<file path="config.mk">
export PLATFORM = sky130hd
export DESIGN_NAME = acfr_div_cell
export DESIGN_NICKNAME = d
export VERILOG_FILES = /design/src/rtl/core/acfr_pkg.sv /design/src/rtl/core/acfr_div_cell.sv
export SDC_FILE = /design/constraint.sdc
export NUM_CORES = 1
export LEC_CHECK = 0
export ABC_AREA = 1
export BUFFER_PORTS_ARGS = -buffer_cell sky130_fd_sc_hd__buf_4
export CORE_MARGIN = 4
export CORE_UTILIZATION = 50
export CTS_CLUSTER_SIZE = 16
export DETAILED_ROUTE_END_ITERATION = 8
export GPL_TIMING_DRIVEN = 0
export PLACE_DENSITY = 0.83
export SLEW_MARGIN = 10
export SYNTH_ARGS = -nofsm -noshare
export SYNTH_HDL_FRONTEND = slang
export SYNTH_SLANG_ARGS = --single-unit
</file>
<file path="constraint.sdc">
create_clock -name clk -period 5.3 [get_ports clk]
set_input_delay 1.06 -clock clk [delete_from_list [all_inputs] [get_ports clk]]
set_output_delay 1.06 -clock clk [all_outputs]
set_load 0.02 [all_outputs]
</file>
<file path="src/rtl/core/acfr_pkg.sv">
// Package for the arc center block: widths, status codes and pipeline types.
// Used by every module in rtl/core; depends on nothing.
package acfr_pkg;

	// Width of one position or radius on the bus.
	localparam int POS_BITS = 24;

	// Axis difference and center offset width.
	localparam int XW = POS_BITS + 1;
	// Square of a difference, sum of two squares, and the signed q term.
	localparam int SQW = 2 * POS_BITS + 1;
	localparam int RW = 2 * POS_BITS + 2;
	localparam int QQW = 2 * POS_BITS + 3;
	// Square root result and the root cell remainder.
	localparam int RT = RW / 2;
	localparam int RMW = POS_BITS + 4;
	// Divider: dividend, quotient and remainder widths.
	localparam int DW = RT + XW;
	localparam int QW = POS_BITS + 2;
	localparam int DRW = RT;
	// Final offset arithmetic width.
	localparam int FW = POS_BITS + 4;

	// Bus widths, padded to whole bytes.
	localparam int IN_TDATA_W = ((5 * POS_BITS + 1 + 7) / 8) * 8;
	localparam int OUT_TDATA_W = ((2 * XW + 7) / 8) * 8;

	// Registers from the third stage to the end of the divider chains (root, product, divider).
	localparam int CHAIN_LEN = RT + 1 + QW;

	typedef enum logic [1:0] {
		ST_OK           = 2'd0,
		ST_ZERO_DISP    = 2'd1,
		ST_RADIUS_SMALL = 2'd2
	} status_t;

	// Per-item data that rides alongside the root and divider chains.
	typedef struct packed {
		logic signed [XW-1:0] x;
		logic signed [XW-1:0] y;
		logic                 neg;
		status_t              st;
	} side_t;

	// One finished result.
	typedef struct packed {
		logic [XW-1:0] off_a;
		logic [XW-1:0] off_b;
		status_t       st;
	} res_t;

endpackage

</file>
<file path="src/rtl/core/acfr_div_cell.sv">
// One cell of the pipelined restoring divider: settles one quotient bit per cycle while en is high.
// Depends on acfr_pkg.
module acfr_div_cell (
	input  logic                    clk,
	input  logic                    en,
	input  logic [acfr_pkg::DRW-1:0] dvs_i,
	input  logic [acfr_pkg::DRW-1:0] rem_i,
	input  logic [acfr_pkg::QW-1:0]  low_i,
	input  logic [acfr_pkg::QW-1:0]  quo_i,
	output logic [acfr_pkg::DRW-1:0] dvs_q,
	output logic [acfr_pkg::DRW-1:0] rem_q,
	output logic [acfr_pkg::QW-1:0]  low_q,
	output logic [acfr_pkg::QW-1:0]  quo_q
);
	import acfr_pkg::*;

	logic [DRW:0] r2;
	logic [DRW:0] dext;
	logic         ge;
	logic [DRW:0] diff;

	// Shift in the next dividend bit and subtract the divisor if it fits.
	always_comb begin
		r2   = {rem_i, low_i[QW-1]};
		dext = {1'b0, dvs_i};
		ge   = (r2 >= dext);
		diff = r2 - dext;
	end

	always_ff @(posedge clk) begin
		if (en) begin
			dvs_q <= dvs_i;
			rem_q <= ge ? diff[DRW-1:0] : r2[DRW-1:0];
			low_q <= {low_i[QW-2:0], 1'b0};
			quo_q <= {quo_i[QW-2:0], ge};
		end
	end

endmodule

</file>
== Yosys cells after proc, flatten, opt, wreduce, memory -nomap -nowiden ==
Index checks and enable logic that the tools add are counted.
Cells by class
  $add $sub $neg: 1
  magnitude comparators: 1
  muxes and demuxes: 1
Operator list (count)
  26-bit by 25-bit >= comparator with 1-bit output: 1
  25-bit two-way mux: 1
  25-bit subtractor: 1
Storage, ports and cells
  register bits after elaboration: 101
  input port bits: 104
  output and inout port bits: 102
  logic and storage cells: 7

== Depth between registers and ports, before layout ==
  depth after elaboration: 2
  mapped depth: 14
  gate-level depth less buffers: 14

== Least setup slack after synthesis ==
No wires, ideal clock.
  path kind: input-to-reg
  start point: in low_i[25] (netlist bit)
  end point: reg rem_q[20] (netlist bit) (data pin)
  setup time: 0.253 ns
  data arrival time: 2.457 ns
  required time: 5.047 ns
  path slack: 2.590 ns
  stages on the path: 11
  path buffers: 1
  cells stage by stage: inv_1 ha_1 inv_1 fa_1 nand3_1 nand3_1 nand3_4 nand3_4 buf_6 nand2_1 nand2_1
On the way
  cells in the longest elaborated chain, start to end: 2
  elaborated cells between the ends (all ways): 3
  classes of those cells: add/sub: 1; order compare: 1; mux: 1
Ends and longest elaborated chain
  from (decl): line acfr_div_cell.sv:8  | input logic [acfr_pkg::QW-1:0] low_i,
  25-bit subtractor or 26-bit by 25-bit >= comparator with 1-bit output (tied branches): line acfr_div_cell.sv:27, acfr_div_cell.sv:26
  25-bit two-way mux (*): line acfr_div_cell.sv:33  | rem_q <= ge ? diff[DRW-1:0] : r2[DRW-1:0];
  to (signal assigned): line acfr_div_cell.sv:33
  to (decl): line acfr_div_cell.sv:11  | output logic [acfr_pkg::DRW-1:0] rem_q,
Mark *: on every way between the ends. The rest lies on a longest branch, timed or not.
A chain may end at the register's enable or synchronous reset.

== Worst setup path after layout ==
  start point: in low_i[25] (netlist bit)
  end point: reg rem_q[16] (netlist bit) (data pin)
On the way
  cells in the longest elaborated chain, start to end: 2
  elaborated cells between the ends (all ways): 3
  classes of those cells: add/sub: 1; order compare: 1; mux: 1
Ends and longest elaborated chain
  26-bit by 25-bit >= comparator with 1-bit output: line acfr_div_cell.sv:26  | ge = (r2 >= dext);
  named net ge: line acfr_div_cell.sv:19  | logic ge;
  25-bit two-way mux: line acfr_div_cell.sv:33
The timed path passes the listed nets, and every way through them passes these cells.

==> results.sh <==
export IMPL_relSlewSlack_pct=37.9
export IMPL_fp_dieH_um=113
export IMPL_period_share_pct=54.5
export IMPL_yosysSeqAreaShare_pct=55.1
export IMPL_grt_pass1_vias=4725
export IMPL_fmax_mhz=346
export IMPL_synth_top_cell_by_area="edfxtp_1"
export IMPL_post_route_drc_count=0
export IMPL_postCtsSetupBuffers=0
export IMPL_synth_area_mm2=0.00550
export IMPL_grt_max_degree=102
export IMPL_clock_sinks=101
export IMPL_rsz0062_at_grt="false"
export IMPL_core_area_mm2=0.0108
export IMPL_die_area_mm2=0.0127
export IMPL_vias_per_cell=4.93
export IMPL_drive_above_1_share_pct=28.0
export IMPL_setup_viol=0
export IMPL_period_minus_slack_ns=2.89
export IMPL_area_growth_pct=34.2
export IMPL_cp_end_kind="flip-flop"
export IMPL_yosysWarningCount=0
export IMPL_cts_max_path_buffers=2
export IMPL_n_antenna_cell=0
export IMPL_holdCritPathClass="in -> reg"
export IMPL_grt_overflow=0
export IMPL_power_density_mw_per_mm2=274
export IMPL_ir_worst_vdd_mv=0.198
export IMPL_fin_setup_tns_ns=0
export IMPL_report_final_hold_viol_count=0
export IMPL_cts_resized=0
export IMPL_grt_pass1_wl_mm=24.2
export IMPL_yosysUniqueCellTypes=28
export IMPL_drt_total_wl_mm=15.6
export IMPL_htree_levels=3
export IMPL_cts_tree="done"
export IMPL_synth_avg_cell_area_um2=8.89
export IMPL_maxCapViolCount=0
export IMPL_fin_nets=963
export IMPL_ant_nets=0
export IMPL_via_count=4824
export IMPL_placedCellCount=962
export IMPL_syn_nets=749
export IMPL_cts_clk_slew_worst_paths_ns=0.10
export IMPL_required_ns=5.44
export IMPL_antenna_found_initial=0
export IMPL_rows=38
export IMPL_maxSlewViolCount=0
export IMPL_wl_per_cell_um=15.9
export IMPL_drt_iter0_markers=263
export IMPL_worstSetupPathType="in -> reg"
export IMPL_finalInstanceArea_mm2=0.00738
export IMPL_yosys_top_cells_area="edfxtp_1, nand2_1, inv_1, ha_1, nand4_1"
export IMPL_cts_made_buffers=9
export IMPL_io_pins=206
export IMPL_arrival_ns=3.03
export IMPL_start_util_pct=51.0
export IMPL_worst_setup_path_start_kind="input pin"
export IMPL_leakage_nw=3.82
export IMPL_synth_top_area_share_pct=55.1
export IMPL_fp_dieW_um=113
export IMPL_final_util_pct=68.4
export IMPL_final_common_cell="nand2_1"
export IMPL_cts_hold_fix_buffers=0
export IMPL_dp_hpwl_mm=12.5
export IMPL_synth_seq_cells=101
export IMPL_firstDrtPassIters=5
export IMPL_finalNonFillerCells=978
export IMPL_status="completed"
export IMPL_cp_max_fo=10
export IMPL_grt_util_all_layers_pct=24.3
export IMPL_io_buffers=203
export IMPL_netlist_instances=619
export IMPL_final_cell_mix="nand2_1, buf_4, inv_1"
export IMPL_hold_slack_ns=0.848
export IMPL_post_dp_cell_area_mm2=0.00720
export IMPL_root_buffer="clkbuf_8"
export IMPL_gp_congestion=0.922
export IMPL_worst_pin_slew_ns=0.932
routing by layer:
metal	up-vias	GRT usage (%)	wire length, um	share of wire, %
li1	2401	-	-	-
met1	2214	28.6	6050	39
met2	189	44.0	8030	52
met3	20	6.79	1200	7.7
met4	0	5.77	310	2.0
met5	-	0	0	0
synth_stat cells (all sizes together):
master / number
a21oi: 11
xor2: 12
buf: 7
o21a: 1
ha: 25
fa: 1
nand2: 241
or2: 2
nor2: 32
nand3: 23
conb: 1
nand3b: 2
inv: 121
clkbuf: 2
nor3: 2
nand4: 33
edfxtp: 101
and2: 2
logic make-up after synthesis:
logic type	count (synthesis)	share of synthesized area (%)
AND/OR/NAND/NOR	337	26.2
buffers and inverters	130	9.30
flip-flops	101	55.1
adder cells (fa/ha/maj)	26	6.05
AO/OA/AOI/OAI	12	1.34
XOR/XNOR	12	1.91
other	1	0.0681
power breakdown:
part           internal (W)  switching, W
Clock              0.000177      0.000282
Sequential         0.000972     0.0000232
Combinational      0.000229      0.000338
per-stage QoR:
step                total power (W)  setup slack [ns]
floorplan                   0.00132              2.59
finish                      0.00202              2.41
global placement            0.00157              2.03
global route                0.00213              2.26
detailed placement          0.00158              2.02
CTS                         0.00204              2.42
area by class of cell:
type | instances | area (um2)
clock inverter | 7 | 55.1
timing repair buffer | 203 | 1530
sequential | 101 | 3030
multi-input combinational | 388 | 1960
inverter | 121 | 454
fill | 876 | 3410
tap | 140 | 175
buffer | 9 | 57.6
clock buffer | 9 | 124
sequential cells by signal (all words and copies together) (netlist names):
register  cells
dvs_q        25
low_q        25
quo_q        26
rem_q        25
critical path, stage by stage:
cell and delay [ns]:
buf_4 0.12, inv_1 0.05, ha_1 0.17, inv_1 0.07
fa_1 0.42, nand3_1 0.11, nand3_1 0.26, nand3_4 0.22
nand3_4 0.18, buf_6 0.21, nand2_1 0.09, nand2_1 0.06
worst paths after layout:
check	start	end	slack, ns	cells past startpoint
worst min-delay path	quo_i[7]	quo_q[8]	0.85	1
worst max-delay path	low_i[25]	rem_q[16]	2.41	12
Power figures use the tool's default switching activity.
