--- src/rtl/core/acfr_pkg.sv ---
// Package for the arc center block: widths, status codes and pipeline types.
// Used by every module in rtl/core; depends on nothing.
package acfr_pkg;

	// Width of one position or radius on the bus.
	localparam int POS_BITS = 24;

	// Axis difference and center offset width.
	localparam int XW = POS_BITS + 1;
	// Square of a difference, sum of two squares, and the signed q term.
	localparam int SQW = 2 * POS_BITS + 1;
	localparam int RW = 2 * POS_BITS + 2;
	localparam int QQW = 2 * POS_BITS + 3;
	// Square root result and the root cell remainder.
	localparam int RT = RW / 2;
	localparam int RMW = POS_BITS + 4;
	// Divider: dividend, quotient and remainder widths.
	localparam int DW = RT + XW;
	localparam int QW = POS_BITS + 2;
	localparam int DRW = RT;
	// Final offset arithmetic width.
	localparam int FW = POS_BITS + 4;

	// Bus widths, padded to whole bytes.
	localparam int IN_TDATA_W = ((5 * POS_BITS + 1 + 7) / 8) * 8;
	localparam int OUT_TDATA_W = ((2 * XW + 7) / 8) * 8;

	// Registers from the third stage to the end of the divider chains (root, product, divider).
	localparam int CHAIN_LEN = RT + 1 + QW;

	typedef enum logic [1:0] {
		ST_OK           = 2'd0,
		ST_ZERO_DISP    = 2'd1,
		ST_RADIUS_SMALL = 2'd2
	} status_t;

	// Per-item data that rides alongside the root and divider chains.
	typedef struct packed {
		logic signed [XW-1:0] x;
		logic signed [XW-1:0] y;
		logic                 neg;
		status_t              st;
	} side_t;

	// One finished result.
	typedef struct packed {
		logic [XW-1:0] off_a;
		logic [XW-1:0] off_b;
		status_t       st;
	} res_t;

endpackage

--- src/rtl/core/acfr_sqrt_cell.sv ---
// One cell of the pipelined square root chain: settles one root bit per cycle while en is high.
// Depends on acfr_pkg.
module acfr_sqrt_cell (
	input  logic                    clk,
	input  logic                    en,
	input  logic [acfr_pkg::RMW-1:0] rem_i,
	input  logic [acfr_pkg::RW-1:0]  rad_i,
	input  logic [acfr_pkg::RT-1:0]  root_i,
	output logic [acfr_pkg::RMW-1:0] rem_q,
	output logic [acfr_pkg::RW-1:0]  rad_q,
	output logic [acfr_pkg::RT-1:0]  root_q
);
	import acfr_pkg::*;

	logic [RMW-1:0] r2;
	logic [RMW-1:0] trial;
	logic           ge;

	// Bring down the next two radicand bits and try the next root bit.
	always_comb begin
		r2    = {rem_i[RMW-3:0], rad_i[RW-1:RW-2]};
		trial = {{(RMW-RT-2){1'b0}}, root_i, 2'b01};
		ge    = (r2 >= trial);
	end

	always_ff @(posedge clk) begin
		if (en) begin
			rem_q  <= ge ? (r2 - trial) : r2;
			rad_q  <= {rad_i[RW-3:0], 2'b00};
			root_q <= {root_i[RT-2:0], ge};
		end
	end

endmodule

--- config.mk ---
export PLATFORM = sky130hd
export DESIGN_NAME = acfr_sqrt_cell
export DESIGN_NICKNAME = d
export VERILOG_FILES = /design/src/rtl/core/acfr_pkg.sv /design/src/rtl/core/acfr_sqrt_cell.sv
export SDC_FILE = /design/constraint.sdc
export NUM_CORES = 1
export LEC_CHECK = 0
export ABC_AREA = 1
export BUFFER_PORTS_ARGS = -buffer_cell sky130_fd_sc_hd__buf_2
export CORE_ASPECT_RATIO = 1.2
export CORE_UTILIZATION = 45
export DETAILED_ROUTE_END_ITERATION = 8
export GPL_ROUTABILITY_DRIVEN = 0
export HOLD_SLACK_MARGIN = 0.02
export PLACE_DENSITY = 0.82
export SLEW_MARGIN = 10
export SYNTH_ARGS = -nofsm -noshare
export SYNTH_HDL_FRONTEND = slang
export SYNTH_SLANG_ARGS = --single-unit
--- constraint.sdc ---
create_clock -name clk -period 2.6 [get_ports clk]
set_clock_uncertainty 0.1 [all_clocks]
set_input_delay 0.26 -clock clk [delete_from_list [all_inputs] [get_ports clk]]
set_output_delay 0.26 -clock clk [all_outputs]
set_load 0.01 [all_outputs]
Word level (Yosys, flattened, before mapping)
Cells that the tools add are included.
{"block": "word_totals", "regBits": 101, "latchBits": 0, "ram_bits": 0, "romBits": 0, "in_bits": 105, "output_inout_bits": 103, "wordCells": 6, "memories": 0}
{"block": "classes", "add_sub_neg": 1, "n_mul": 0, "div": 0, "magnitude_cmp": 1, "eq_ne": 0, "shifts": 0, "mux": 1, "bitwise_logic": 0, "n_reduce_logical": 0}
{"operator": "$ge A28 B27 Y1", "n": 1}
{"operator": "$mux W28", "n": 1}
{"operator": "$sub A28 B27 Y28", "n": 1}

Logic depth before layout (Yosys ltp)
{"block": "depth", "ltp_word": 2, "ltp_mapped": 15, "ltp_nobuf": 13}

Least setup slack after synthesis
OpenSTA, ideal clock, no wires.
{"block": "synth_path", "path_type": "input -> register", "from": "in root_i[7] (netlist name)", "to": "reg rem_q[22] (netlist name) (data pin)", "setup_time_ns": 0.254, "t_arrival_ns": 1.591, "required_time_ns": 2.246, "path_slack_ns": 0.655, "path_stages": 15, "path_buffers": 2, "path_cell_list": "inv_1 -> ha_1 -> nand2_1 -> inv_2 -> nand2_1 -> nor2_1 -> nand2_1 -> nor2_2 -> nor2_2 -> nand2_2 -> nor2_4 -> buf_6 -> buf_6 -> nand2_1 -> nand2_1"}
{"block": "synth_between", "elab_chain_cells": 2, "word_cells_on_any_way": 3, "cone_classes": "1 x add/sub; 1 x order compare; 1 x mux"}
{"element": "from (decl)", "line_no": "acfr_sqrt_cell.sv:8", "rtl": "input logic [acfr_pkg::RT-1:0] root_i,"}
{"element": "$sub A28 B27 Y28 / $ge A28 B27 Y1 (equally long branches)", "line_no": "acfr_sqrt_cell.sv:28, acfr_sqrt_cell.sv:23"}
{"element": "$mux W28 *", "line_no": "acfr_sqrt_cell.sv:28", "rtl": "rem_q <= ge ? (r2 - trial) : r2;"}
{"element": "to (signal assigned)", "line_no": "acfr_sqrt_cell.sv:28"}
{"element": "to (decl)", "line_no": "acfr_sqrt_cell.sv:9", "rtl": "output logic [acfr_pkg::RMW-1:0] rem_q,"}
Every way passes the cells marked *; elsewhere a longest branch is shown, timed or not.
A chain may end at the register's enable or synchronous reset.

Final worst setup path
{"block": "layout_path", "from": "in root_i[13] (netlist name)", "to": "reg rem_q[8] (netlist name) (data pin)"}
{"block": "layout_between", "elab_chain_cells": 2}
{"element": "$ge A28 B27 Y1", "line_no": "acfr_sqrt_cell.sv:23", "rtl": "ge = (r2 >= trial);"}
{"element": "$mux W28", "line_no": "acfr_sqrt_cell.sv:28"}
No other way between the ends.

==> metrics.md <==
| Metric | Value |
|---|---|
| Status | completed |
| Nets | 1,066 |
| Register area share after synthesis | 54.45% |
| Ratio of final minimum period to clock period | 95.37% |
| Die W | 103.6 um |
| Antenna Violating Nets Remaining | 0 |
| Sw Pwr | 1301 uW |
| Clock Power Share | 30.5% |
| Post-synth cell types | 24 |
| Crit path DAT | 2.48 ns |
| Layout Cell Area excl Fill | roughly 0.0078 sq mm |
| Placeable Area | 0.01206 sq mm |
| Crit Path Max Fanout | 16 |
| Max-slew violations | 0 |
| Post-DP HPWL | 10.37 mm |
| Hold Fails Final Rpt | 0 |
| CTS max path bufs | 2 |
| Inst Count DP | 1,014 |
| Setup crit end kind | flop |
| TritonCTS Buffers | 9 |
| Worst rel slew slack | approximately two thirds |
| Max-Cap Viols | 0 |
| Post-Syn Area | 0.005570 sq mm |
| Largest net degree at the start of global routing | 102 |
| Crit start category | input port |
| Drt first-iter violations | 370 |
| CTS tree | yes |
| WL per Instance | 13.62 um |
| Final Non-Filler Cells | 1,100 |
| Antenna Diode Count | 0 |
| Critical path required time | roughly 2.6 ns |
| Starting Density | 46.20% |
| Power per cell area | 562.6 mW/mm^2 |
| Storage cell area | 0.003033 sq mm |
| Placed inst area | 0.006804 sq mm |
| Global-route wire length before repair | ~24 mm |
| Critical path class | input port to flop |
| Yosys reg bits | 101 |
| Vias in the first global route | 5,022 |
| Peak VDD IR | 0.3086 mV |
| Yosys Warn Count | 0 |
| Syn avg cell area | 8.583 sq um |
| Fraction of layout cells with a size suffix above 1 | 25.77% |
| Reg clk slew, reported paths | 0.08 ns |
| Sw Share | 29.58% |
| Int Pwr | slightly above 3000 uW |
| Final Setup Violations | 0 |
| Die height | about 120 um |
| Sink Count | 101 |
| Cells after synthesis | about 650 |
| Total die area | 0.01283 sq mm |
| Via/cell ratio | 4.697 |
| Static leakage | 0.004046 uW |
| Congestion Overflow GR | 0 |
| Hold WC Path Type | input port to flop |
| Maximum clock rate | 0.4033 GHz |
| Crit. Startpoint | root_i[13] |
| Slew @ Worst Pin | between 0.5 and 0.6 ns |
| Tmin final | 2.480 ns |
| Initial antenna violation count | 0 |
| I/O pin total | 208 |
| Row cnt | 44 |
| Fillers | 977 |
| Overall Global Routing Usage | about a quarter |
| DR pass1 iterations | 5 |
| Clock root buffer | clkbuf_16 |
| Post-Route WL | 14.99 mm |
| CTS H-tree depth | 3 |
| Vias | 5,167 |
| DR DRC count | 0 |
| IO buf count | ~200 |
| Critical path endpoint | rem_q[8] |
| Area taken by multi-input logic gates | 0.001986 sq mm |
| Area grow syn2layout | 40.30% |
| Setup Buffers After CTS | 0 |
| Combinational share of power | between 20% and 30% |
| Seq pwr share | 46.0% |
| RSZ-0062 raised after global routing | yes |
==> power by group through the flow <==
stage / logic, uW / clock network [uW] / registers (uW)
after CTS: 1020 / 1360 / 2020
after global routing: 1150 / 1420 / 2040
after detailed placement: 929 / 0 / 2060
after floorplan: 452 / 0 / 2150
after global placement: 915 / 0 / 2050
final: 1030 / 1340 / 2020
==> sequential cells by signal, indices dropped and copies added (netlist names) <==
signal  count
rad_q      48
rem_q      28
root_q     25
==> final cells by class <==
cell class                 count  share of cell area (%)
clock buffer                   9                   2.882
clock inverter                 7                  0.9126
inverter                     136                   6.532
multi-input combinational    406                   25.41
sequential                   101                   38.81
tap                          161                   2.578
timing repair buffer         280                   22.88
==> worst max-delay path: stages <==
cell	delay, ns
dlygate4sd3_1	0.55
buf_2	0.13
inv_1	0.05
ha_1	0.32
nand2_1	0.10
inv_1	0.06
nand2_1	0.06
nand3_1	0.14
nand2_1	0.10
nand2_1	0.07
nand2_1	0.14
nand2_2	0.09
nor2_4	0.10
buf_4	0.21
o21ai_0	0.10
==> per-layer routing <==
metal	share of wire, %	global-route usage (%)
met5	0	0
met4	3.4	11.14
met3	7.1	6.384
met2	51	43.58
met1	38	25.48
==> cell families after synthesis <==
family	share of synthesized area, %
other	0.06732
AND/OR/NAND/NOR	24.33
flip-flops	54.45
adder cells (fa/ha/maj)	6.065
buffers and inverters	10.15
AO/OA/AOI/OAI	2.583
XOR/XNOR	2.358
==> worst min path at each step <==
stage	end	cells past startpoint	slack (ns)	start
detailed placement	rad_q[37]	1	0.34	rad_i[35]
CTS	root_q[12]	1	0.02	root_i[11]
floorplan	rad_q[10]	0	0.26	rad_i[8]
global placement	rad_q[7]	1	0.34	rad_i[5]
finish	root_q[12]	1	0.04	root_i[11]
global route	rad_q[36]	1	0.02	rad_i[34]
==> cells in the mapped netlist, drive strengths merged <==
cell type / instances / area [sq um]
ha: 27 / 337.8
nand3b: 4 / 30.03
nor3: 2 / 10.01
edfxtp: 101 / 3033
inv: 136 / 510.5
a21oi: 14 / 73.82
nand3: 35 / 185.2
nand2: 250 / 940.9
xnor2: 10 / 87.58
conb: 1 / 3.750
xor2: 5 / 43.79
nor2: 39 / 163.9
buf: 7 / 55.05
o21ai: 14 / 70.07
nand4: 4 / 25.02
==> cells in the final DEF, fill, tap and decap left out, types with 3 or more instances in the layout <==
master and n:
a21oi_1 13, buf_2 202, buf_4 6, clkbuf_16 9, dlygate4sd3_1 70, edfxtp_1 101, ha_1 27, inv_1 129
inv_2 7, inv_6 3, nand2_1 248, nand3_1 33, nand3b_1 4, nand4_1 4, nor2_1 34, nor2_2 4
o21ai_0 4, o21ai_1 10, xnor2_1 10, xor2_1 5
==> stage by stage <==
step	setup TNS, ns	hold WS (ns)	setup slack (ns)	total power [uW]	utilization (%)
floorplan	0	0.2589	0.6554	2605	-
global placement	0	0.3364	0.3264	2964	56.43
detailed placement	0	0.3383	0.3076	2985	56.43
CTS	0	0.02018	0.1033	4397	64.62
global route	-0.07025	0.02479	-0.02416	4608	64.82
finish	0	0.04149	0.1203	4397	64.82
==> timing repair <==
action,CTS,global route
hold buffers,69,1
gates resized for setup,0,3
setup endpoints to repair,0,15
endpoints found under the hold margin,69,1
Power figures use the tool's default switching activity.
